### src/rtl/core/ebml_pkg.sv
// Package for the escaped byte stream memory loader.
// Holds the command byte codes, LED codes, mode type and the result struct.
// No dependencies; compile first.
package ebml_pkg;

  // Width of the load address counter (8 to 32)
  localparam int AddrWidth = 32;

  // Command bytes
  localparam logic [7:0] ByteEscape = 8'h7e;
  localparam logic [7:0] ByteLoad   = 8'h01;
  localparam logic [7:0] ByteExit   = 8'h00;

  // Status LED codes
  localparam logic [7:0] LedReset     = 8'haa;
  localparam logic [7:0] LedExit      = 8'hff;
  localparam logic [7:0] LedBusy      = 8'h07;
  localparam logic [7:0] LedLoadStart = 8'h01;
  localparam logic [7:0] LedLoadReady = 8'h02;

  // Number of raw address bytes after a load command
  localparam logic [2:0] AddrBytes = 3'd4;

  typedef enum logic [1:0] {
    MODE_IDLE = 2'd0,
    MODE_LOAD = 2'd1,
    MODE_HALT = 2'd2
  } mode_t;

  typedef struct packed {
    logic        write_valid;
    logic [31:0] write_address;
    logic [7:0]  write_data;
    logic        exit_now;
    logic [7:0]  status_leds;
  } result_t;

endpackage

### src/rtl/core/ebml_if.sv
// Handshake channels of the loader: received bytes in, write commands out.
// Depends on nothing but the language; compile after ebml_pkg.
interface ebml_byte_if;
  logic       valid;
  logic       ready;
  logic [7:0] rx_byte;

  modport source (output valid, output rx_byte, input ready);
  modport sink (input valid, input rx_byte, output ready);
endinterface

interface ebml_cmd_if;
  logic        valid;
  logic        ready;
  logic        write_valid;
  logic [31:0] write_address;
  logic [7:0]  write_data;
  logic        exit_now;
  logic [7:0]  status_leds;

  modport source (
    output valid, output write_valid, output write_address, output write_data,
    output exit_now, output status_leds, input ready
  );
  modport sink (
    input valid, input write_valid, input write_address, input write_data,
    input exit_now, input status_leds, output ready
  );
endinterface

### src/rtl/core/ebml_in_stage.sv
// Input register of the loader: holds one received byte until the decoder takes it.
// Depends on ebml_if.
module ebml_in_stage (
  input  logic         clk,
  input  logic         rst,
  ebml_byte_if.sink    rx,
  input  logic         take,
  output logic         full,
  output logic [7:0]   data
);

  // Accept when empty or when the held item leaves this cycle
  assign rx.ready = !full || take;

  always_ff @(posedge clk) begin
    if (rst) begin
      full <= 1'b0;
    end else if (rx.valid && rx.ready) begin
      full <= 1'b1;
    end else if (take) begin
      full <= 1'b0;
    end
  end

  // Load payload on accept
  always_ff @(posedge clk) begin
    if (rx.valid && rx.ready) begin
      data <= rx.rx_byte;
    end
  end

endmodule

### src/rtl/core/ebml_decode.sv
// Loader decoder: mode, escape, address collection and LED state, plus
// the single-pass result for one byte. Depends on ebml_pkg.
module ebml_decode import ebml_pkg::*; (
  input  logic       clk,
  input  logic       rst,
  input  logic       fire,
  input  logic [7:0] rx_byte,
  output result_t    res
);

  mode_t                mode, mode_next;
  logic                 escape_pending, escape_pending_next;
  logic [2:0]           bytes_left, bytes_left_next;
  logic [AddrWidth-1:0] current_address, current_address_next;
  logic [7:0]           led_value, led_value_next;

  logic [4:0]  addr_shift;
  logic [31:0] addr_merged;

  // Place of the incoming address byte, little-endian
  assign addr_shift  = {2'(AddrBytes - bytes_left), 3'b000};
  assign addr_merged = 32'(current_address) | (32'(rx_byte) << addr_shift);

  // Next state and result for one byte
  always_comb begin
    mode_next            = mode;
    escape_pending_next  = escape_pending;
    bytes_left_next      = bytes_left;
    current_address_next = current_address;
    led_value_next       = led_value;
    res                  = '0;

    if (fire && mode != MODE_HALT) begin
      if (bytes_left inside {[3'd1:3'd4]}) begin
        // Raw address byte
        current_address_next = addr_merged[AddrWidth-1:0];
        bytes_left_next      = bytes_left - 3'd1;
        if (bytes_left == 3'd1) begin
          led_value_next = LedLoadReady;
          mode_next      = MODE_LOAD;
        end
      end else begin
        bytes_left_next = 3'd0;
        if (escape_pending) begin
          // Escaped byte is plain data
          escape_pending_next = 1'b0;
          if (mode == MODE_LOAD) begin
            res.write_valid      = 1'b1;
            res.write_address    = 32'(current_address);
            res.write_data       = rx_byte;
            led_value_next       = rx_byte;
            current_address_next = current_address + AddrWidth'(1);
          end
        end else begin
          led_value_next = LedBusy;
          case (rx_byte)
            ByteEscape: begin
              escape_pending_next = 1'b1;
            end
            ByteLoad: begin
              current_address_next = '0;
              led_value_next       = LedLoadStart;
              bytes_left_next      = AddrBytes;
            end
            ByteExit: begin
              led_value_next = LedExit;
              mode_next      = MODE_HALT;
              res.exit_now   = 1'b1;
            end
            default: begin
              if (mode == MODE_LOAD) begin
                res.write_valid      = 1'b1;
                res.write_address    = 32'(current_address);
                res.write_data       = rx_byte;
                led_value_next       = rx_byte;
                current_address_next = current_address + AddrWidth'(1);
              end
            end
          endcase
        end
      end
    end
    res.status_leds = led_value_next;
  end

  always_ff @(posedge clk) begin
    if (rst) begin
      mode            <= MODE_IDLE;
      escape_pending  <= 1'b0;
      bytes_left      <= 3'd0;
      current_address <= '0;
      led_value       <= LedReset;
    end else begin
      mode            <= mode_next;
      escape_pending  <= escape_pending_next;
      bytes_left      <= bytes_left_next;
      current_address <= current_address_next;
      led_value       <= led_value_next;
    end
  end

endmodule

### src/rtl/core/ebml_out_stage.sv
// Result register of the loader: holds one write command until taken.
// Depends on ebml_pkg and ebml_if.
module ebml_out_stage import ebml_pkg::*; (
  input  logic        clk,
  input  logic        rst,
  input  logic        load,
  input  result_t     res,
  output logic        space,
  ebml_cmd_if.source  wr
);

  result_t held;

  // Free when empty or when the held item is taken this cycle
  assign space = !wr.valid || wr.ready;

  always_ff @(posedge clk) begin
    if (rst) begin
      wr.valid <= 1'b0;
    end else if (load) begin
      wr.valid <= 1'b1;
    end else if (wr.ready) begin
      wr.valid <= 1'b0;
    end
  end

  always_ff @(posedge clk) begin
    if (load) begin
      held <= res;
    end
  end

  assign wr.write_valid   = held.write_valid;
  assign wr.write_address = held.write_address;
  assign wr.write_data    = held.write_data;
  assign wr.exit_now      = held.exit_now;
  assign wr.status_leds   = held.status_leds;

endmodule

### src/rtl/core/escaped_byte_stream_memory_loader.sv
// Escaped byte stream memory loader: one write command item per received byte.
// Path from byte accept to command out: input register, decoder, result register.
// Throughput: one byte per cycle while wr.ready keeps the result register free.
// Reset (rst, synchronous): idle mode, no escape, address 0, LEDs 0xAA,
// both stage registers empty.
module escaped_byte_stream_memory_loader import ebml_pkg::*; (
  input  logic        clk,
  input  logic        rst,
  ebml_byte_if.sink   rx,
  ebml_cmd_if.source  wr
);

  logic       s1_full;
  logic [7:0] s1_data;
  logic       s1_take;
  logic       out_space;
  result_t    res;

  // Move the held byte through the decoder when the result register has room
  assign s1_take = s1_full && out_space;

  ebml_in_stage u_in (
    .clk  (clk),
    .rst  (rst),
    .rx   (rx),
    .take (s1_take),
    .full (s1_full),
    .data (s1_data)
  );

  ebml_decode u_dec (
    .clk     (clk),
    .rst     (rst),
    .fire    (s1_take),
    .rx_byte (s1_data),
    .res     (res)
  );

  ebml_out_stage u_out (
    .clk   (clk),
    .rst   (rst),
    .load  (s1_take),
    .res   (res),
    .space (out_space),
    .wr    (wr)
  );

`ifndef ASSERT_OFF
  a_no_overwrite: assert property (@(posedge clk) disable iff (rst)
    rx.valid && rx.ready && s1_full |-> s1_take)
    else $error("input byte overwritten");

  a_write_led: assert property (@(posedge clk) disable iff (rst)
    s1_take && res.write_valid |-> res.status_leds == res.write_data && !res.exit_now)
    else $error("LEDs do not follow written byte");

  a_exit_led: assert property (@(posedge clk) disable iff (rst)
    s1_take && res.exit_now |-> res.status_leds == LedExit)
    else $error("exit without exit LED code");

  a_idle_zero: assert property (@(posedge clk) disable iff (rst)
    s1_take && !res.write_valid |-> res.write_address == 32'd0 && res.write_data == 8'd0)
    else $error("non-write result carries address or data");
`endif

endmodule

### src/flat_wrapper.sv
// flat-port wrapper written by rule: the top's interface ports become plain ports
module escaped_byte_stream_memory_loader_flat import ebml_pkg::*;
  (clk, rst, rx_valid, rx_rx_byte, rx_ready, wr_valid, wr_write_valid, wr_write_address, wr_write_data, wr_exit_now, wr_status_leds, wr_ready);
  ebml_byte_if rx_i ();
  ebml_cmd_if wr_i ();
  input  logic clk;
  input  logic rst;
  input wire logic [$bits(rx_i.valid)-1:0] rx_valid;
  input wire logic [$bits(rx_i.rx_byte)-1:0] rx_rx_byte;
  output wire logic [$bits(rx_i.ready)-1:0] rx_ready;
  output wire logic [$bits(wr_i.valid)-1:0] wr_valid;
  output wire logic [$bits(wr_i.write_valid)-1:0] wr_write_valid;
  output wire logic [$bits(wr_i.write_address)-1:0] wr_write_address;
  output wire logic [$bits(wr_i.write_data)-1:0] wr_write_data;
  output wire logic [$bits(wr_i.exit_now)-1:0] wr_exit_now;
  output wire logic [$bits(wr_i.status_leds)-1:0] wr_status_leds;
  input wire logic [$bits(wr_i.ready)-1:0] wr_ready;
  assign rx_i.valid = rx_valid;
  assign rx_i.rx_byte = rx_rx_byte;
  assign rx_ready = rx_i.ready;
  assign wr_valid = wr_i.valid;
  assign wr_write_valid = wr_i.write_valid;
  assign wr_write_address = wr_i.write_address;
  assign wr_write_data = wr_i.write_data;
  assign wr_exit_now = wr_i.exit_now;
  assign wr_status_leds = wr_i.status_leds;
  assign wr_i.ready = wr_ready;
  escaped_byte_stream_memory_loader u_core (.clk(clk), .rst(rst), .rx(rx_i), .wr(wr_i));
endmodule
### config.mk
export PLATFORM = sky130hd
export DESIGN_NAME = escaped_byte_stream_memory_loader_flat
export DESIGN_NICKNAME = d
export VERILOG_FILES = /design/src/rtl/core/ebml_pkg.sv /design/src/rtl/core/ebml_if.sv /design/src/rtl/core/ebml_in_stage.sv /design/src/rtl/core/ebml_decode.sv /design/src/rtl/core/ebml_out_stage.sv /design/src/rtl/core/escaped_byte_stream_memory_loader.sv /design/src/flat_wrapper.sv
export SDC_FILE = /design/constraint.sdc
export NUM_CORES = 1
export LEC_CHECK = 0
export ABC_CLOCK_PERIOD_IN_PS = 3900
export BUFFER_PORTS_ARGS = -buffer_cell sky130_fd_sc_hd__buf_2
export CAP_MARGIN = 30
export CORE_ASPECT_RATIO = 0.9
export CORE_MARGIN = 5
export CORE_UTILIZATION = 58
export DETAILED_ROUTE_END_ITERATION = 12
export PLACE_DENSITY = 0.79
export SYNTH_ARGS = -nofsm -noshare
export SYNTH_HDL_FRONTEND = slang
export SYNTH_SLANG_ARGS = --single-unit
### constraint.sdc
create_clock -name clk -period 3.9 [get_ports clk]
set_clock_uncertainty 0.15 [all_clocks]
set_input_delay 0 -clock clk [delete_from_list [all_inputs] [get_ports clk]]
set_output_delay 0 -clock clk [all_outputs]
set_load 0.1 [all_outputs]
# Word level (Yosys, flattened, before mapping)
# Index checks and enable logic that the tools add are counted.
[totals]
wordCells = 77
register_bits = 106
input_bits = 12
output_inout_bits = 52
[classes]
order_cmp = 2
shift = 1
n_mux = 28
n_reduce_logical = 19
n_eq_ne = 8
add_sub_neg = 3
bitwise = 3
[op_table]
columns = ["op", "n"]
rows = [
  ["2-to-1 mux 41 bit", 3],
  ["2-to-1 mux 32 bit", 3],
  ["case mux 32 bit (2 select lines)", 1],
  ["2-to-1 mux 8 bit", 6],
  ["adder 32 x 1 -> 32 bit, second input constant", 1],
  ["bitwise OR 32 bit", 1],
  ["left shift 8 x 5 -> 32 bit", 1],
  ["case mux 8 bit (3 select lines)", 1],
  ["2-to-1 mux 3 bit", 3],
  ["equality test 8 x 1 -> 1 bit, second input constant", 1],
  ["equality test 8 x 7 -> 1 bit, second input constant", 1],
  ["zero test 8 bit", 1],
  ["2-to-1 mux 2 bit", 4],
  ["2-to-1 mux 1 bit", 7],
  ["nonzero test 2 bit", 3],
  ["OR reduction 3 bit", 2],
  ["logical AND 1 bit", 4],
  ["!= test 2 x 1 -> 1 bit, second input constant", 2],
  ["AND reduction 2 bit", 2],
  ["AND reduction 4 bit", 1],
  ["OR reduction 2 bit", 2],
  ["equality test 3 x 1 -> 1 bit, second input constant", 1],
  ["greater-or-equal comparator 3 x 1 -> 1 bit, second input constant", 1],
  ["<= comparator 3 bit, second input constant", 1],
  ["8 further kinds", 11],
]

# Longest topological paths before layout
[depth]
ltp_word = 6
depth_mapped = 12
depth_no_buf = 9

# Modules after synthesis
# A second synthesis with hierarchy kept.
[unflattened]
hier_cells = 554
area_unflattened_um2 = 5253.8
[by_module_without_submodules]
columns = ["mod", "seq_area_each_um2", "area_per_inst_um2", "n_inst", "cells_each"]
rows = [
  ["ebml_decode", 920.9, 3404.5, 1, 486],
  ["ebml_out_stage", 1521.5, 1547.7, 1, 54],
  ["ebml_in_stage", 260.2, 295.3, 1, 13],
  ["escaped_byte_stream_memory_loader", 0.0, 6.3, 1, 1],
]

# Worst setup path after synthesis
# No wires, ideal clock.
[synth_timing]
kind = "flip-flop to flip-flop"
start = "register u_core.u_out.wr.valid"
end = "register u_core.u_out.held, in the netlist u_core.u_out.wr.exit_now, enable pin"
path_stages_with_launch = 3
setup_ns = 0.464
t_arrival_ns = 3.206
n_path_buf = 0
required_time_ns = 3.286
setup_slack_ns = 0.081
synth_period_minus_slack_ns = 3.819
path_cell_list = "dfxtp_1 nor2b_1 nor2b_1"
[synth_via]
elab_chain_len = 3
[synth_rtl]
columns = ["item", "line_no", "rtl"]
rows = [
  ["start, declared", "ebml_if.sv:22", "output valid, output write_valid, output write_address, output write_data,"],
  ["start signal, assigned", "ebml_out_stage.sv:19", "wr.valid <= 1'b0;"],
  ["start signal, assigned", "ebml_out_stage.sv:21", "wr.valid <= 1'b1;"],
  ["start signal, assigned", "ebml_out_stage.sv:23", "wr.valid <= 1'b0;"],
  ["zero test 1 bit", "ebml_out_stage.sv:15", "assign space = !wr.valid || wr.ready;"],
  ["logical OR 1 bit", "ebml_out_stage.sv:15", ""],
  ["logical AND 1 bit", "escaped_byte_stream_memory_loader.sv:20", "assign s1_take = s1_full && out_space;"],
  ["named net u_core.s1_take", "escaped_byte_stream_memory_loader.sv:15", "logic s1_take;"],
  ["end signal, assigned", "ebml_out_stage.sv:29", "held <= res;"],
  ["end, declared", "ebml_out_stage.sv:12", "result_t held;"],
]
# The timed path passes the listed nets, and every way through them passes these cells.
# A chain may end at the register's enable or synchronous reset.

# Final worst setup path
[layout_timing]
start = "register u_core.u_dec.bytes_left[0]"
end = "register u_core.u_dec.current_address[29]"
[layout_via]
elab_chain_len = 4
word_cells_on_any_way = 9
cone_classes = "1 x add/sub; 2 x order compare; 1 x eq/ne; 1 x shift; 1 x mux; 1 x bitwise; 2 x reduce/logical"
[layout_rtl]
columns = ["item", "line_no", "rtl"]
rows = [
  ["start, declared", "ebml_decode.sv:13", "logic [2:0] bytes_left, bytes_left_next;"],
  ["start signal, assigned", "ebml_decode.sv:96", "bytes_left <= bytes_left_next;"],
  ["subtractor 1 x 2 -> 2 bit (tied with other cells)", "ebml_decode.sv:21", "assign addr_shift = {2'(AddrBytes - bytes_left), 3'b000};"],
  ["left shift 8 x 5 -> 32 bit or logical AND 1 bit (tied branches)", "ebml_decode.sv:22, ebml_decode.sv:34", ""],
  ["bitwise OR 32 bit or != test 3 x 1 -> 1 bit (tied branches)", "--", ""],
  ["2-to-1 mux 32 bit or AND reduction 2 bit (tied branches)", "--", ""],
  ["end signal, assigned", "ebml_decode.sv:97", "current_address <= current_address_next;"],
  ["end, declared", "ebml_decode.sv:14", "logic [AddrWidth-1:0] current_address, current_address_next;"],
]
# Parallel ways exist; a longest one is shown, timed or not.

==> flow_summary_export.csv <==
group,metric,value,unit
detailed_routing,drtIter0Drc,574,
clocking,clockBufferDepth,2,
pwr,leakage,0.00217,uW
cells_and_area,fin_util,66.5,%
pwr,power-per-cell-area,386,nW/um2
clocking,tritoncts,"done",
yosys,synth_area_leader_cell,"edfxtp_1",
yosys,syn_inst,546,
die,die_y,101,um
cells_and_area,drive_gt1_share,19.5,%
sta,slew-limit-headroom,36.2,%
die,io_pins,64,
pwr,combPwrFrac,19.3,%
cells_and_area,multi_input_area,2440,um2
clocking,clkLatencyLatePin,0.37,ns
worst_setup_path,cp_max_fo,25,
yosys,synth-async-reset-ratio,0,%
pwr,p_int,1560,uW
detailed_routing,drtPass1Iterations,7,
yosys,yosysWarningCount,0,
sta,hold_viol,0,
detailed_routing,wirelength,15.7,mm
yosys,synth_fp_nets,563,
yosys,netlist_top_cells_count,"a21oi_1, edfxtp_1, dfxtp_1, nand2_1, nor2_1",
grt,grtUsageTotal,27.9,%
grt,antenna_found_initial,0,
pwr,switchingPower,772,uW
sta,period_minus_slack,2.95,ns
yosys,yosysMostFrequentCell,"a21oi_1",
sta,slew_violations,0,
place,hpwl,10.5,mm
sta,setup_viol,0,
detailed_routing,via_per_inst,6.57,
clocking,clkTransAtPathRegs,0.10,ns
sta,period_share,75.7,%
die,dieWidth,111,um
die,initial_core_util,59.1,%
yosys,ys_ff_latch,106,
sta,worst_slack,0.948,ns
grt,grt-ovfl-total,0,
clocking,h-tree-depth,3,
detailed_routing,wire_per_inst,21.3,um
clocking,cts_resized,0,
yosys,synth-edff-count,58,
outcome,run_status,"completed",
pwr,swShare,33.1,%
yosys,syn_avg_cell_area,9.83,um2
pwr,seqPwrFrac,54.4,%
grt,grt_pass1_vias,4544,
pwr,clkPwrFrac,26.3,%
worst_setup_path,critPathKind,"register to register",
place,preCtsSetupSlack,1.04,ns
cells_and_area,fillers,762,
yosys,netlist_area,5370,um2
worst_hold_path,hold_path_class,"input port to register",
worst_setup_path,cp.required,4.07,ns
yosys,synth_top_cell_area_share,32.4,%
run,maxCapViolations,0,
cells_and_area,antenna_cells,0,
place,placed_area,5750,um2
clocking,root_buffer,"clkbuf_8",
place,place.gp.congestion,1.01,
clocking,clock_sinks,106,
detailed_routing,drtAntennaViolNets,0,
detailed_routing,drc,0,
yosys,ys_types,69,
worst_setup_path,critPathLaunchType,"register",
place,io_buffers,63,
grt,grt_pass1_wl,24.7,mm
cells_and_area,stdcell_area,6040,um2
cells_and_area,register_area,2700,um2
yosys,synth_top_cells_by_area,"edfxtp_1, dfxtp_1, a21oi_1",
die,core,9080,um2
sta,worstMarginPinSlew,0.949,ns
sta,rsz0062_at_grt,"no",
pwr,vdd_drop_max,0.259,mV
yosys,synth-main-ff-cell,"edfxtp_1",
cells_and_area,syn_to_final_growth,12.6,%
die,die_area,11300,um2
clocking,numCtsBuffers,9,
cells_and_area,nets,626,
sta,finalSetupTns,0,ns
sta,max_freq,0.339,GHz
yosys,ys_seq_area_share,50.3,%
grt,grt_max_degree,36,
pwr,power.total,2330,uW
detailed_routing,vias,4839,
worst_setup_path,worstPathArrival,3.12,ns
worst_setup_path,worstSetupEndpointType,"register",
die,row_count,33,
[path summary, 6_finish.rpt]
check	slack [ns]	startpoint	cells after the start	to
min	0.18	rx_rx_byte[7]	2	u_core.u_in.data[7]$_DFFE_PP_
min reg2reg	0.33	u_core.u_dec.led_value[5]$_SDFF_PP1_	1	u_core.u_dec.led_value[5]$_SDFF_PP1_
max	0.95	u_core.u_dec.bytes_left[0]$_SDFFE_PP0P_	10	u_core.u_dec.current_address[29]$_SDFFE_PP0P_
max reg2reg	0.95	u_core.u_dec.bytes_left[0]$_SDFFE_PP0P_	10	u_core.u_dec.current_address[29]$_SDFFE_PP0P_
[layout by cell type (no fill, tap or decap), types with 8 or more instances in the layout]
cell	n
nand3_1	14
buf_2	63
clkbuf_8	9
o21ai_0	28
dlygate4sd3_1	12
nor2_1	43
edfxtp_1	58
dfxtp_1	48
nand2_1	43
and3_1	10
buf_4	13
and2_1	41
nor4_1	8
a211oi_1	12
a21oi_1	61
a31oi_1	9
nor3_1	12
inv_1	11
[worst max-delay path, cell delays in order (launching register included)]
cell,delay (ns)
dfxtp_1,0.56
inv_1,0.15
ha_1,0.20
inv_1,0.05
ha_1,0.19
nor2_1,0.08
buf_4,0.25
nor2_1,0.60
o21ai_0,0.28
a31oi_1,0.23
o32a_1,0.17
[routing by layer]
metal  vias up  global-route usage, %  wire length, um
met5         -                      0                0
met4         0                   13.4              584
met3        57                   6.39             1730
met2       309                   44.0             6990
met1      2295                   37.0             6370
li1       2178                      -                -
[state kept, by name, indices dropped and copies added (netlist names)]
register                       flops
u_core.u_out.wr.write_data         8
u_core.u_out.wr.write_address     32
u_core.u_dec.bytes_left            3
u_core.u_dec.current_address      32
u_core.u_out.wr.status_leds        8
u_core.u_dec.escape_pending        1
u_core.u_out.wr.write_valid        1
u_core.u_dec.led_value             8
u_core.u_in.full                   1
u_core.u_out.wr.valid              1
u_core.u_in.data                   8
u_core.u_dec.mode                  2
u_core.u_out.wr.exit_now           1
[logic make-up after synthesis]
kind of cell	after synthesis	share of synthesized area [%]
AOI/OAI and AO/OA	168	21.1
adders and majority gates	5	1.17
buffers and inverters	47	4.24
DFF	106	50.3
muxes	1	0.210
and+or+nand+nor	219	22.9
[stage by stage]
step / std cells / hold slack (ns)
6_report: 736 / 0.180
5_1_grt: 736 / 0.174
4_1_cts: 736 / 0.182
3_5_place_dp: 708 / 0.0293
3_3_place_gp: 708 / 0.0264
2_1_floorplan: 546 / -0.0511
[what timing repair did]
action | CTS | global route
hold buffers | 12 | 0
hold endpoints to repair | 11 | 0
buffers inserted | 0 | 0
[area by class of cell]
cell class / instances / area share, %
Inverter: 11 / 0.683
Tap cell: 122 / 2.53
Timing Repair Buffer: 88 / 8.82
Clock buffer: 10 / 2.11
Sequential cell: 106 / 44.7
Clock inverter: 6 / 0.683
Multi-Input combinational cell: 393 / 40.5
[power groups by stage]
stage	clock network, uW	logic (uW)	registers (uW)
finish	613	449	1270
global route	670	476	1270
CTS	623	443	1270
detailed placement	0	433	1290
global placement	0	427	1290
floorplan	0	203	1420
(Power assumes the default switching activity.)
